File: config.mk
export PLATFORM = sky130hd
export DESIGN_NAME = pixel_format_converter
export DESIGN_NICKNAME = d
export VERILOG_FILES = /design/src/rtl/core/pfc_pkg.sv /design/src/rtl/core/pixel_format_converter.sv
export VERILOG_INCLUDE_DIRS = /design/src /design/src/rtl/core
export SDC_FILE = /design/constraint.sdc
export NUM_CORES = 2
export LEC_CHECK = 0
export BUFFER_PORTS_ARGS = -buffer_cell sky130_fd_sc_hd__buf_2
export CAP_MARGIN = 20
export CELL_PAD_IN_SITES_DETAIL_PLACEMENT = 2
export CELL_PAD_IN_SITES_GLOBAL_PLACEMENT = 2
export CORE_ASPECT_RATIO = 2
export CORE_MARGIN = 4
export CORE_UTILIZATION = 46
export CTS_CLUSTER_DIAMETER = 50
export DETAILED_ROUTE_END_ITERATION = 10
export PLACE_DENSITY = 0.92
export RECOVER_POWER = 50
export SETUP_SLACK_MARGIN = 0.15
export SLEW_MARGIN = 5
export SYNTH_ARGS = -nofsm -noshare
export SYNTH_HDL_FRONTEND = slang
export SYNTH_SLANG_ARGS = --single-unit
File: constraint.sdc
create_clock -name clk_i -period 57.8 [get_ports clk_i]
set_input_delay 8.67 -clock clk_i [delete_from_list [all_inputs] [get_ports clk_i]]
set_output_delay 8.67 -clock clk_i [all_outputs]
set_load 0.1 [all_outputs]
File: src/rtl/core/pixel_format_converter_defines.svh
// ----------------------------------------------------------------------------
// Pixel format converter assertion macros
// Clocked, reset-qualified property wrappers shared by the converter RTL.
// ----------------------------------------------------------------------------
`ifndef PIXEL_FORMAT_CONVERTER_DEFINES_SVH
`define PIXEL_FORMAT_CONVERTER_DEFINES_SVH

// Same-cycle implication on clk_i, disabled while rst_ni is low.
`define PFC_ASSERT_NOW(lbl, ante, cons, msg) \
  lbl: assert property (@(posedge clk_i) disable iff (!rst_ni) (ante) |-> (cons)) else $error(msg);

// Next-cycle implication on clk_i, disabled while rst_ni is low.
`define PFC_ASSERT_NEXT(lbl, ante, cons, msg) \
  lbl: assert property (@(posedge clk_i) disable iff (!rst_ni) (ante) |=> (cons)) else $error(msg);

`endif

File: src/rtl/core/pfc_pkg.sv
// ----------------------------------------------------------------------------
// Pixel format converter package
// Format codes and configuration register indexes.
// ----------------------------------------------------------------------------
package pfc_pkg;

  localparam logic [3:0] FMT_I8  = 4'd0;
  localparam logic [3:0] FMT_U8  = 4'd1;
  localparam logic [3:0] FMT_I16 = 4'd2;
  localparam logic [3:0] FMT_U16 = 4'd3;
  localparam logic [3:0] FMT_I32 = 4'd4;
  localparam logic [3:0] FMT_U32 = 4'd5;
  localparam logic [3:0] FMT_F16 = 4'd6;
  localparam logic [3:0] FMT_F32 = 4'd7;
  localparam logic [3:0] FMT_F64 = 4'd8;

  localparam int unsigned CfgIdxW = 2;
  localparam logic [CfgIdxW-1:0] CFG_SRC  = 2'd0;
  localparam logic [CfgIdxW-1:0] CFG_DST  = 2'd1;
  localparam logic [CfgIdxW-1:0] CFG_NORM = 2'd2;

  localparam int unsigned NumStages = 7;

endpackage

File: src/rtl/core/pixel_format_converter.sv
// ----------------------------------------------------------------------------
// Pixel format converter
// Converts one channel value between integer and IEEE float formats through
// a binary64 intermediate, rounded only for normalized sources, in a seven stage pipeline.
// ----------------------------------------------------------------------------
//  channel | signals                                   | role
//  --------+-------------------------------------------+-----------------
//  input   | in_valid_i, in_stall_o, source_bits_i     | source value
//  output  | out_valid_o, out_stall_i, result_bits_o,  | converted value
//          | saturated_o                               |
//  config  | cfg_we_i, cfg_index_i, cfg_wdata_i        | register writes
//
//  One transaction per cycle while the output is not stalled; the pipeline is
//  made up of the load (decode, leading-zero count, shift and round) and store
//  (float round, second round for half) stages.
//  Reset clears the stage valid bits and loads the configuration defaults.
//  A stall on the output freezes every stage while out_valid_o is high; input stall follows it.
// ----------------------------------------------------------------------------
`include "pixel_format_converter_defines.svh"

module pixel_format_converter
  import pfc_pkg::*;
(
  input  logic               clk_i,
  input  logic               rst_ni,
  input  logic               cfg_we_i,
  input  logic [CfgIdxW-1:0] cfg_index_i,
  input  logic [3:0]         cfg_wdata_i,
  input  logic               in_valid_i,
  output logic               in_stall_o,
  input  logic [63:0]        source_bits_i,
  output logic               out_valid_o,
  input  logic               out_stall_i,
  output logic [63:0]        result_bits_o,
  output logic               saturated_o
);

  logic [3:0] src_q, dst_q;
  logic       norm_q;

  always_ff @(posedge clk_i or negedge rst_ni) begin
    if (!rst_ni) begin
      src_q  <= FMT_U8;
      dst_q  <= FMT_U8;
      norm_q <= 1'b0;
    end else if (cfg_we_i) begin
      unique case (cfg_index_i)
        CFG_SRC:  src_q  <= cfg_wdata_i;
        CFG_DST:  dst_q  <= cfg_wdata_i;
        CFG_NORM: norm_q <= cfg_wdata_i[0];
        default:  ;
      endcase
    end
  end

  logic                 en;
  logic [NumStages-1:0] vld_q;

  assign en          = !(vld_q[NumStages-1] && out_stall_i);
  assign in_stall_o  = !en;
  assign out_valid_o = vld_q[NumStages-1];

  always_ff @(posedge clk_i or negedge rst_ni) begin
    if (!rst_ni) begin
      vld_q <= '0;
    end else if (en) begin
      vld_q <= {vld_q[NumStages-2:0], in_valid_i};
    end
  end

  // Stage 1: decode the source into sign, significand and exponent base.
  logic               sp_d, s_d, stk_d;
  logic [63:0]        spw_d;
  logic [127:0]       m_d;
  logic signed [11:0] eb_d;
  logic signed [32:0] sv, negv;
  logic [31:0]        mag;
  logic               is_int;

  always_comb begin
    sp_d   = 1'b0;
    spw_d  = '0;
    s_d    = 1'b0;
    m_d    = '0;
    eb_d   = '0;
    stk_d  = 1'b0;
    sv     = '0;
    is_int = 1'b0;
    unique case (src_q)
      FMT_I8: begin
        sv = {{25{source_bits_i[7]}}, source_bits_i[7:0]};
        is_int = 1'b1;
      end
      FMT_U8: begin
        if (norm_q) begin
          if (source_bits_i[7:0] == 8'h00) begin
            sp_d = 1'b1;
          end else if (source_bits_i[7:0] == 8'hFF) begin
            sp_d  = 1'b1;
            spw_d = 64'h3FF0_0000_0000_0000;
          end else begin
            // x/255 is the byte repeated forever after the binary point
            m_d   = {16{source_bits_i[7:0]}};
            eb_d  = -12'sd64;
            stk_d = 1'b1;
          end
        end else begin
          sv = {25'b0, source_bits_i[7:0]};
          is_int = 1'b1;
        end
      end
      FMT_I16: begin
        sv = {{17{source_bits_i[15]}}, source_bits_i[15:0]};
        is_int = 1'b1;
      end
      FMT_U16: begin
        if (norm_q) begin
          if (source_bits_i[15:0] == 16'h0000) begin
            sp_d = 1'b1;
          end else if (source_bits_i[15:0] == 16'hFFFF) begin
            sp_d  = 1'b1;
            spw_d = 64'h3FF0_0000_0000_0000;
          end else begin
            m_d   = {8{source_bits_i[15:0]}};
            eb_d  = -12'sd64;
            stk_d = 1'b1;
          end
        end else begin
          sv = {17'b0, source_bits_i[15:0]};
          is_int = 1'b1;
        end
      end
      FMT_I32: begin
        sv = {source_bits_i[31], source_bits_i[31:0]};
        is_int = 1'b1;
      end
      FMT_U32: begin
        sv = {1'b0, source_bits_i[31:0]};
        is_int = 1'b1;
      end
      FMT_F16: begin
        s_d = source_bits_i[15];
        if (source_bits_i[14:10] == 5'h1F) begin
          sp_d  = 1'b1;
          spw_d = {source_bits_i[15], 11'h7FF,
                   (source_bits_i[9:0] == 10'd0) ? 52'd0
                                                 : {1'b1, source_bits_i[8:0], 42'd0}};
        end else if (source_bits_i[14:0] == 15'd0) begin
          sp_d  = 1'b1;
          spw_d = {source_bits_i[15], 63'd0};
        end else if (source_bits_i[14:10] == 5'd0) begin
          m_d  = {54'd0, source_bits_i[9:0], 64'd0};
          eb_d = -12'sd24;
        end else begin
          m_d  = {53'd0, 1'b1, source_bits_i[9:0], 64'd0};
          eb_d = $signed({7'd0, source_bits_i[14:10]}) - 12'sd25;
        end
      end
      FMT_F32: begin
        s_d = source_bits_i[31];
        if (source_bits_i[30:23] == 8'hFF) begin
          sp_d  = 1'b1;
          spw_d = {source_bits_i[31], 11'h7FF,
                   (source_bits_i[22:0] == 23'd0) ? 52'd0
                                                  : {1'b1, source_bits_i[21:0], 29'd0}};
        end else if (source_bits_i[30:0] == 31'd0) begin
          sp_d  = 1'b1;
          spw_d = {source_bits_i[31], 63'd0};
        end else if (source_bits_i[30:23] == 8'd0) begin
          m_d  = {41'd0, source_bits_i[22:0], 64'd0};
          eb_d = -12'sd149;
        end else begin
          m_d  = {40'd0, 1'b1, source_bits_i[22:0], 64'd0};
          eb_d = $signed({4'd0, source_bits_i[30:23]}) - 12'sd150;
        end
      end
      FMT_F64: begin
        sp_d  = 1'b1;
        spw_d = source_bits_i;
      end
      default: begin
        sp_d = 1'b1;
      end
    endcase
    negv = -sv;
    mag  = sv[32] ? negv[31:0] : sv[31:0];
    if (is_int) begin
      s_d = sv[32];
      m_d = {32'd0, mag, 64'd0};
      if (mag == 32'd0) begin
        sp_d  = 1'b1;
        spw_d = '0;
      end
    end
  end

  logic               p1_sp_q, p1_s_q, p1_stk_q;
  logic [63:0]        p1_spw_q;
  logic [127:0]       p1_m_q;
  logic signed [11:0] p1_eb_q;

  always_ff @(posedge clk_i) begin
    if (en) begin
      p1_sp_q  <= sp_d;
      p1_s_q   <= s_d;
      p1_stk_q <= stk_d;
      p1_spw_q <= spw_d;
      p1_m_q   <= m_d;
      p1_eb_q  <= eb_d;
    end
  end

  // Stage 2: leading-zero count of the upper significand word.
  logic [5:0] lz_d;

  always_comb begin
    lz_d = '0;
    for (int i = 0; i < 64; i++) begin
      if (p1_m_q[64+i]) lz_d = 6'(63 - i);
    end
  end

  logic               p2_sp_q, p2_s_q, p2_stk_q;
  logic [63:0]        p2_spw_q;
  logic [127:0]       p2_m_q;
  logic signed [11:0] p2_eb_q;
  logic [5:0]         p2_lz_q;

  always_ff @(posedge clk_i) begin
    if (en) begin
      p2_sp_q  <= p1_sp_q;
      p2_s_q   <= p1_s_q;
      p2_stk_q <= p1_stk_q;
      p2_spw_q <= p1_spw_q;
      p2_m_q   <= p1_m_q;
      p2_eb_q  <= p1_eb_q;
      p2_lz_q  <= lz_d;
    end
  end

  // Stage 3: normalize, round to binary64 and pack the intermediate.
  logic [127:0]       sh;
  logic               l_grd, l_stk, l_up;
  logic signed [11:0] l_exp;
  logic [62:0]        l_sum;
  logic [63:0]        w_d;

  always_comb begin
    sh    = p2_m_q << p2_lz_q;
    l_grd = sh[74];
    l_stk = (|sh[73:64]) | p2_stk_q;
    l_up  = l_grd & (l_stk | sh[75]);
    l_exp = 12'sd1086 + p2_eb_q - $signed({6'd0, p2_lz_q});
    l_sum = {l_exp[10:0], sh[126:75]} + {62'd0, l_up};
    w_d   = p2_sp_q ? p2_spw_q : {p2_s_q, l_sum};
  end

  logic [63:0] p3_w_q;

  always_ff @(posedge clk_i) begin
    if (en) p3_w_q <= w_d;
  end

  // Stage 4: integer magnitude and first float narrowing shift.
  logic [10:0] ef3, esh, ftmp;
  logic [84:0] sl;
  logic [32:0] imag_d;
  logic        lt1_d, big_d, nan_d;
  logic [5:0]  fsh;
  logic [107:0] fext;

  always_comb begin
    ef3    = p3_w_q[62:52];
    lt1_d  = ef3 < 11'd1023;
    big_d  = ef3 >= 11'd1056;
    nan_d  = (ef3 == 11'h7FF) && (p3_w_q[51:0] != 52'd0);
    esh    = ef3 - 11'd1023;
    sl     = {32'd0, 1'b1, p3_w_q[51:0]} << esh[5:0];
    imag_d = lt1_d ? 33'd0 : sl[84:52];
    ftmp   = 11'd926 - ef3;
    fsh    = (ef3 < 11'd897) ? ftmp[5:0] : 6'd29;
    fext   = {1'b1, p3_w_q[51:0], 55'd0} >> fsh;
  end

  logic [63:0] p4_w_q;
  logic [32:0] p4_imag_q;
  logic        p4_lt1_q, p4_big_q, p4_nan_q, p4_fg_q, p4_fs_q;
  logic [23:0] p4_fq_q;

  always_ff @(posedge clk_i) begin
    if (en) begin
      p4_w_q    <= p3_w_q;
      p4_imag_q <= imag_d;
      p4_lt1_q  <= lt1_d;
      p4_big_q  <= big_d;
      p4_nan_q  <= nan_d;
      p4_fq_q   <= fext[78:55];
      p4_fg_q   <= fext[54];
      p4_fs_q   <= |fext[53:0];
    end
  end

  // Stage 5: integer saturation and binary32 rounding.
  logic        issgn, isat, sg4, fup;
  logic [32:0] hr, iv;
  logic [63:0] msk, ires, res5;
  logic [10:0] ef4;
  logic [24:0] fq25;
  logic [35:0] r36;
  logic [31:0] f32_d;

  always_comb begin
    sg4   = p4_w_q[63];
    ef4   = p4_w_q[62:52];
    issgn = 1'b0;
    hr    = 33'h1_0000_0000;
    msk   = 64'h0000_0000_FFFF_FFFF;
    case (dst_q)
      FMT_I8:  begin issgn = 1'b1; hr = 33'd128;         msk = 64'hFF;   end
      FMT_U8:  begin issgn = 1'b0; hr = 33'd256;         msk = 64'hFF;   end
      FMT_I16: begin issgn = 1'b1; hr = 33'd32768;       msk = 64'hFFFF; end
      FMT_U16: begin issgn = 1'b0; hr = 33'd65536;       msk = 64'hFFFF; end
      FMT_I32: begin issgn = 1'b1; hr = 33'h0_8000_0000; end
      default: ;
    endcase
    isat = 1'b0;
    if (p4_nan_q) begin
      iv   = '0;
      isat = 1'b1;
    end else if (issgn && !sg4) begin
      if (p4_big_q || p4_imag_q >= hr) begin iv = hr - 33'd1; isat = 1'b1; end
      else iv = p4_imag_q;
    end else if (issgn) begin
      if (p4_big_q || p4_imag_q > hr) begin iv = -hr; isat = 1'b1; end
      else iv = -p4_imag_q;
    end else if (sg4) begin
      // values in (-1,0) truncate to zero quietly
      iv   = '0;
      isat = !p4_lt1_q;
    end else begin
      if (p4_big_q || p4_imag_q >= hr) begin iv = hr - 33'd1; isat = 1'b1; end
      else iv = p4_imag_q;
    end
    ires = {31'd0, iv} & msk;

    fup  = p4_fg_q & (p4_fs_q | p4_fq_q[0]);
    fq25 = {1'b0, p4_fq_q} + {24'd0, fup};
    r36  = (({25'd0, ef4} - 36'd897) << 23) + {11'd0, fq25};
    if (ef4 == 11'h7FF) begin
      f32_d = (p4_w_q[51:0] == 52'd0) ? {sg4, 8'hFF, 23'd0}
                                      : {sg4, 8'hFF, 1'b1, p4_w_q[50:29]};
    end else if (ef4 < 11'd873) begin
      f32_d = {sg4, 31'd0};
    end else if (ef4 < 11'd897) begin
      f32_d = {sg4, 6'd0, fq25};
    end else if (r36 >= 36'h0_7F80_0000) begin
      f32_d = {sg4, 8'hFF, 23'd0};
    end else begin
      f32_d = {sg4, r36[30:0]};
    end

    case (dst_q) inside
      [FMT_I8:FMT_U32]: res5 = ires;
      FMT_F32: res5 = {32'd0, f32_d};
      FMT_F64: res5 = p4_w_q;
      default: res5 = '0;
    endcase
    if (dst_q > FMT_U32) isat = 1'b0;
  end

  logic [63:0] p5_res_q;
  logic [31:0] p5_f32_q;
  logic        p5_sat_q;

  always_ff @(posedge clk_i) begin
    if (en) begin
      p5_res_q <= res5;
      p5_f32_q <= f32_d;
      p5_sat_q <= isat;
    end
  end

  // Stage 6: second narrowing shift, binary32 to binary16.
  logic [7:0]  hef5, htmp;
  logic [4:0]  hsh;
  logic [49:0] hext;

  always_comb begin
    hef5 = p5_f32_q[30:23];
    htmp = 8'd126 - hef5;
    hsh  = (hef5 < 8'd113) ? htmp[4:0] : 5'd13;
    hext = {1'b1, p5_f32_q[22:0], 26'd0} >> hsh;
  end

  logic [63:0] p6_res_q;
  logic [31:0] p6_f32_q;
  logic        p6_sat_q, p6_hg_q, p6_hs_q;
  logic [10:0] p6_hq_q;

  always_ff @(posedge clk_i) begin
    if (en) begin
      p6_res_q <= p5_res_q;
      p6_f32_q <= p5_f32_q;
      p6_sat_q <= p5_sat_q;
      p6_hq_q  <= hext[36:26];
      p6_hg_q  <= hext[25];
      p6_hs_q  <= |hext[24:0];
    end
  end

  // Stage 7: binary16 rounding and output select.
  logic        hsg, hup;
  logic [7:0]  hef6;
  logic [11:0] hq12;
  logic [19:0] r20;
  logic [15:0] h16;
  logic [63:0] res7;

  always_comb begin
    hsg  = p6_f32_q[31];
    hef6 = p6_f32_q[30:23];
    hup  = p6_hg_q & (p6_hs_q | p6_hq_q[0]);
    hq12 = {1'b0, p6_hq_q} + {11'd0, hup};
    r20  = (({12'd0, hef6} - 20'd113) << 10) + {8'd0, hq12};
    if (hef6 == 8'hFF) begin
      h16 = (p6_f32_q[22:0] == 23'd0) ? {hsg, 5'h1F, 10'd0}
                                      : {hsg, 5'h1F, 1'b1, p6_f32_q[21:13]};
    end else if (hef6 < 8'd102) begin
      h16 = {hsg, 15'd0};
    end else if (hef6 < 8'd113) begin
      h16 = {hsg, 3'd0, hq12};
    end else if (r20 >= 20'h07C00) begin
      h16 = {hsg, 5'h1F, 10'd0};
    end else begin
      h16 = {hsg, r20[14:0]};
    end
    res7 = (dst_q == FMT_F16) ? {48'd0, h16} : p6_res_q;
  end

  logic [63:0] out_res_q;
  logic        out_sat_q;

  always_ff @(posedge clk_i) begin
    if (en) begin
      out_res_q <= res7;
      out_sat_q <= p6_sat_q;
    end
  end

  assign result_bits_o = out_res_q;
  assign saturated_o   = out_sat_q;

  `PFC_ASSERT_NOW(a_sat_int_only, out_valid_o && saturated_o, dst_q <= FMT_U32, "saturation on float store")
  `PFC_ASSERT_NEXT(a_accept_enters, in_valid_i && !in_stall_o, vld_q[0], "accepted transaction lost")
  `PFC_ASSERT_NEXT(a_stall_freezes, !en, $stable(vld_q), "pipeline moved under stall")
  `PFC_ASSERT_NOW(a_f32_upper_zero, out_valid_o && (dst_q == FMT_F32), result_bits_o[63:32] == 32'd0, "binary32 upper bits set")

endmodule

==> qor.csv, run 1 <==
stage;metric;value;unit
grt;largest net degree at the start of global routing;175;
clock_network;clock buffer depth;3;
placed_design;post-detail-place hpwl;218000;microns
grt;Total GRT Usage;66.9;%
synth;synthesized flop and latch total;732;
clock_network;H-tree Lvls;3;
synth;netlist area before placement;47700;sq um
synth;top-count cell post-synth;edfxtp_1;
clock_network;Root Driver;clkbuf_16;
die;Ports;142;
synth;Syn Nets;4775;
outcome;first error;[ERROR GRT-0116] Global routing finished with congestion. Check the congestion regions in the DRC Viewer.;
die;Initial Util;46.5;%
clock_network;CTS sink count;732;
die;Site Rows;166;
grt;first-pass GRT wire length;540000;microns
clock_network;cts bufs inserted;73;
synth;EDFF count, synth;716;
synth;syn avg cell area;10.3;sq um
synth;most used flip-flop cell after synthesis;edfxtp_1;
grt;grt ovf;689;
clock_network;Post-CTS Repair Setup Buffers;0;
die;Die W;236;microns
grt;vias in the first global route;59100;
die;Die Y;464;microns
clock_network;Post-CTS Resized;0;
synth;fraction of synthesis flops using an asynchronous set or reset pin;2.19;%
synth;Ys Warns;0;
placed_design;Final GP Congestion;1.11;
synth;Unique masters post-synth;100;
outcome;failing step;global routing (5_1_grt);
synth;top cells by area, synth;edfxtp_1, mux2i_1, mux4_2;
synth;leading area contributor after synthesis;edfxtp_1;
synth;post-synthesis sequential area ratio;45.9;%
synth;Mapped Cells;4649;
clock_network;Hold-fix buffers, CTS;0;
placed_design;port buffer count;141;
outcome;status;stopped before the end;
synth;Post-synth top cells;edfxtp_1, nand2_1, nor2_1, o21ai_0, clkbuf_1;
synth;Yosys top cell area share;45.0;%
## cell families after synthesis
kind of cell / count (synthesis) / synth area share, %
buffers and inverters: 457 / 4.20
adder cells (fa/ha/maj): 51 / 1.38
AO/OA/AOI/OAI: 1163 / 16.4
flip-flops: 732 / 45.9
AND/OR/NAND/NOR: 1638 / 16.4
multiplexers: 449 / 12.9
XOR/XNOR: 159 / 2.92
## metal layers
layer	track usage, %	overflow
met5	13.6	0
met3	45.5	13
met4	72.9	294
met2	91.0	376
met1	61.6	6
## through the flow
step	hold slack [ns]	std cells	util, %	worst slack [ns]	cell area, sq um
after floorplan	0.400	4649	-	18.29	47700
after global placement	0.401	5921	48.5	39.50	49800
after detailed placement	0.406	5923	48.5	39.44	49800
after CTS	0.414	6056	51.1	39.44	52400
==> run 2, diff against run 1 <==
--- a/config.mk
+++ b/config.mk
@@ -8,16 +8,11 @@
 export LEC_CHECK = 0
 export BUFFER_PORTS_ARGS = -buffer_cell sky130_fd_sc_hd__buf_2
 export CAP_MARGIN = 20
-export CELL_PAD_IN_SITES_DETAIL_PLACEMENT = 2
-export CELL_PAD_IN_SITES_GLOBAL_PLACEMENT = 2
-export CORE_ASPECT_RATIO = 2
 export CORE_MARGIN = 4
-export CORE_UTILIZATION = 46
-export CTS_CLUSTER_DIAMETER = 50
+export CORE_UTILIZATION = 40
 export DETAILED_ROUTE_END_ITERATION = 10
-export PLACE_DENSITY = 0.92
+export PLACE_DENSITY_LB_ADDON = 0.15
 export RECOVER_POWER = 50
-export SETUP_SLACK_MARGIN = 0.15
 export SLEW_MARGIN = 5
 export SYNTH_ARGS = -nofsm -noshare
 export SYNTH_HDL_FRONTEND = slang
==> run 2 against run 1 <==
  * The flow now finishes, with violations (capacitance limit, slew limit)
  * Synthesized area unchanged
  * Synthesized cell count did not move
==> qor.csv, run 2 <==
stage;metric;value;unit;change
outcome;status;finished, violations left;;was stopped before the end
outcome;failing checks;capacitance limit, slew limit;;
worst_setup_path;CP max stage delay;1.27;ns;
clock_network;cts bufs inserted;80;;was 73
die;Initial Util;40.4;%;was 46.5%
routing;1st-iter DRT viols;5369;;
grt;Total GRT Usage;27.4;%;
synth;Mapped Cells;4649;;unchanged
synth;EDFF count, synth;716;;unchanged
die;Site Rows;126;;was 166
routing;vias per cell;6.34;;
routing;# DRC;0;;
synth;most used flip-flop cell after synthesis;edfxtp_1;;unchanged
die;Die Y;353;microns;was 464 microns
synth;Unique masters post-synth;100;;unchanged
routing;via count;39400;;
placed_design;Final GP Congestion;0.986;;was 1.11
routing;WL/cell;28.5;microns;
routing;ANT nets after route;0;;
synth;post-synthesis sequential area ratio;45.9;%;unchanged
synth;Ys Warns;0;;unchanged
flow_run;Max Cap Violations;11;;
routing;Post-Route WL;177000;microns;
worst_setup_path;reg2reg start;p2_lz_q[3];;
synth;top-count cell post-synth;edfxtp_1;;unchanged
timing;final setup violation count;0;;
grt;first-pass GRT wire length;257000;microns;
clock_network;clk_lat worst skew;0.68;ns;
grt;grt ovf;0;;
synth;fraction of synthesis flops using an asynchronous set or reset pin;2.19;%;unchanged
worst_setup_path;critical path launch point;out_stall_i;;
synth;netlist area before placement;47700;sq um;unchanged
timing;post-route clock period utilization;33.6;%;
synth;synthesized flop and latch total;732;;unchanged
timing;final hold slack;0.409;ns;
grt;vias in the first global route;36800;;
layout;most frequent cells in the layout;edfxtp_1, nand2_1, nor2_1, o21ai_0, mux2i_1;;
timing;Rel. slew slack;-402;%;
synth;Synth Area in Compound Gates;16.4;%;unchanged
worst_setup_path;crit-path most repeated cell;buf_2;;
placed_design;post-detail-place hpwl;131000;microns;was 218,000 microns
worst_setup_path;startpoint types;primary input;;
synth;Post-Synth Adder-Cell Area;1.38;%;unchanged
layout;most common cell after layout, fill and taps aside;edfxtp_1;;
worst_setup_path;WP data required;49.13;ns;
synth;largest family of logic cells by synthesized area;compound AO/OA/AOI/OAI gates;;unchanged
clock_network;Clk pin slew, worst setup/hold paths;0.06;ns;
clock_network;clock buffer depth;3;;unchanged
clock_network;Hold-fix buffers, CTS;0;;unchanged
timing;unrepaired setup endpoints after global routing;false;;
worst_setup_path;R2R cell count;12;;
layout;FILL cells;11300;;
grt;initial antenna violation count;9;;
worst_setup_path;CP cell instances;buf_2 -> nand2_1 -> inv_1 -> buf_2;;
worst_setup_path;CP arrival;10.75;ns;
die;Die W;353;microns;was 236 microns
clock_network;H-tree Lvls;3;;unchanged
synth;Simple-Gate Fraction of Synth Area;16.4;%;unchanged
worst_setup_path;largest fanout on the critical path;40;;
worst_setup_path;CP max stage cell;nand2_1;;
timing;Sum Neg Setup Slack;0;ns;
die;Ports;142;;unchanged
synth;syn avg cell area;10.3;sq um;unchanged
timing;Final Max Tran Viols;713;;
worst_setup_path;Crit. End Element;primary output;;
synth;Post-synth top cells;edfxtp_1, nand2_1, nor2_1, o21ai_0, clkbuf_1;;unchanged
worst_setup_path;R2R Setup Slk;44.66;ns;
layout;share of layout cells above drive strength 1;11.9;%;
timing;Max Clock Skew;0.0376;ns;
synth;mux contribution to synthesized area;12.9;%;unchanged
synth;top cells by area, synth;edfxtp_1, mux2i_1, mux4_2;;unchanged
clock_network;CTS tree;yes;;
grt;largest net degree at the start of global routing;187;;
clock_network;CTS sink count;732;;unchanged
worst_setup_path;Worst Setup EP;in_stall_o;;
timing;crit path time final;19.42;ns;
placed_design;port buffer count;141;;unchanged
hold_path;Hold Crit Class;register to register;;
clock_network;Root Driver;clkbuf_16;;unchanged
timing;Worst Tran Pin Value;7.53;ns;
layout;P&R area growth vs syn;9.13;%;
clock_network;Post-CTS Repair Setup Buffers;0;;unchanged
synth;Syn Nets;4775;;unchanged
synth;xor/xnor share of the synthesized area;2.92;%;unchanged
routing;Pre-Repair DR Iteration Count;7;;
die;DIE AREA;125000;sq um;
synth;leading area contributor after synthesis;edfxtp_1;;unchanged
clock_network;Post-CTS Resized;0;;unchanged
worst_setup_path;RR Endpoint;p3_w_q[48];;
worst_setup_path;CP Class;primary input to primary output;;
timing;maximum clock frequency;51.5;MHz;
layout;Final nets;4739;;
synth;Yosys top cell area share;45.0;%;unchanged
die;core area;118000;sq um;
timing;Final Hold Vio Count;0;;
## run 2: cell counts after synthesis
Identical to the previous run, type by type.
## run 2: final cells by class
type                            count  area (sq um)  area share, %
Antenna cell                        1          2.50        0.00480
Clock buffer                       93          2070           3.98
Inverter                          123           462          0.886
Tap cell                         1536          1920           3.69
Multi-Input combinational cell   3460         23900           45.9
Clock inverter                     52           632           1.21
Timing Repair Buffer              216          1180           2.27
Sequential cell                   732         21900           42.1
## run 2: critical path, delay by kind of cell
| kind | cells | cell delay (ns) |
|---|---|---|
| buffers and inverters | 3 | 0.75 |
| and+or+nand+nor | 1 | 1.27 |
## run 2: cells by family after synthesis
family / count (synthesis)
compound gates: 1163
xor+xnor: 159
fa+ha+maj: 51
buf+inv: 457
flops: 732
mux: 449
simple gates: 1638
## run 2: metrics by stage
| step | instance area [sq um] | std cells | util [%] | worst slack, ns |
|---|---|---|---|---|
| final | 52100 | 6213 | 44.0 | 38.38 |
| after global routing | 52100 | 6212 | 44.0 | 38.23 |
| after CTS | 52300 | 6210 | 44.2 | 39.24 |
| after detailed placement | 49600 | 6065 | 41.9 | 39.25 |
| after global placement | 49600 | 6064 | 41.9 | 39.23 |
| after floorplan | 47700 | 4649 | - | 18.29 |
## run 2: worst min path at each step
stage,start,end,slack (ns),cells past startpoint
after detailed placement,p1_spw_q[55],p2_spw_q[55],0.40,0
after global routing,p5_f32_q[31],p6_f32_q[31],0.41,0
after floorplan,p1_eb_q[0],p2_eb_q[0],0.40,0
after global placement,p5_res_q[63],p6_res_q[63],0.40,0
after CTS,p5_f32_q[31],p6_f32_q[31],0.42,0
final,p1_spw_q[19],p2_spw_q[19],0.41,0
## run 2: layer usage
layer	GRT usage (%)	wire, microns	up-vias
met4	9.47	7100	4
met1	41.1	78800	19300
li1	-	-	17600
met5	0	27	-
met2	39.4	73500	2103
met3	5.44	17400	347
Power of run 2 is left out: the tool's default activity adds up to more than one toggle a clock period on the data nets, which glitch-free logic cannot reach.
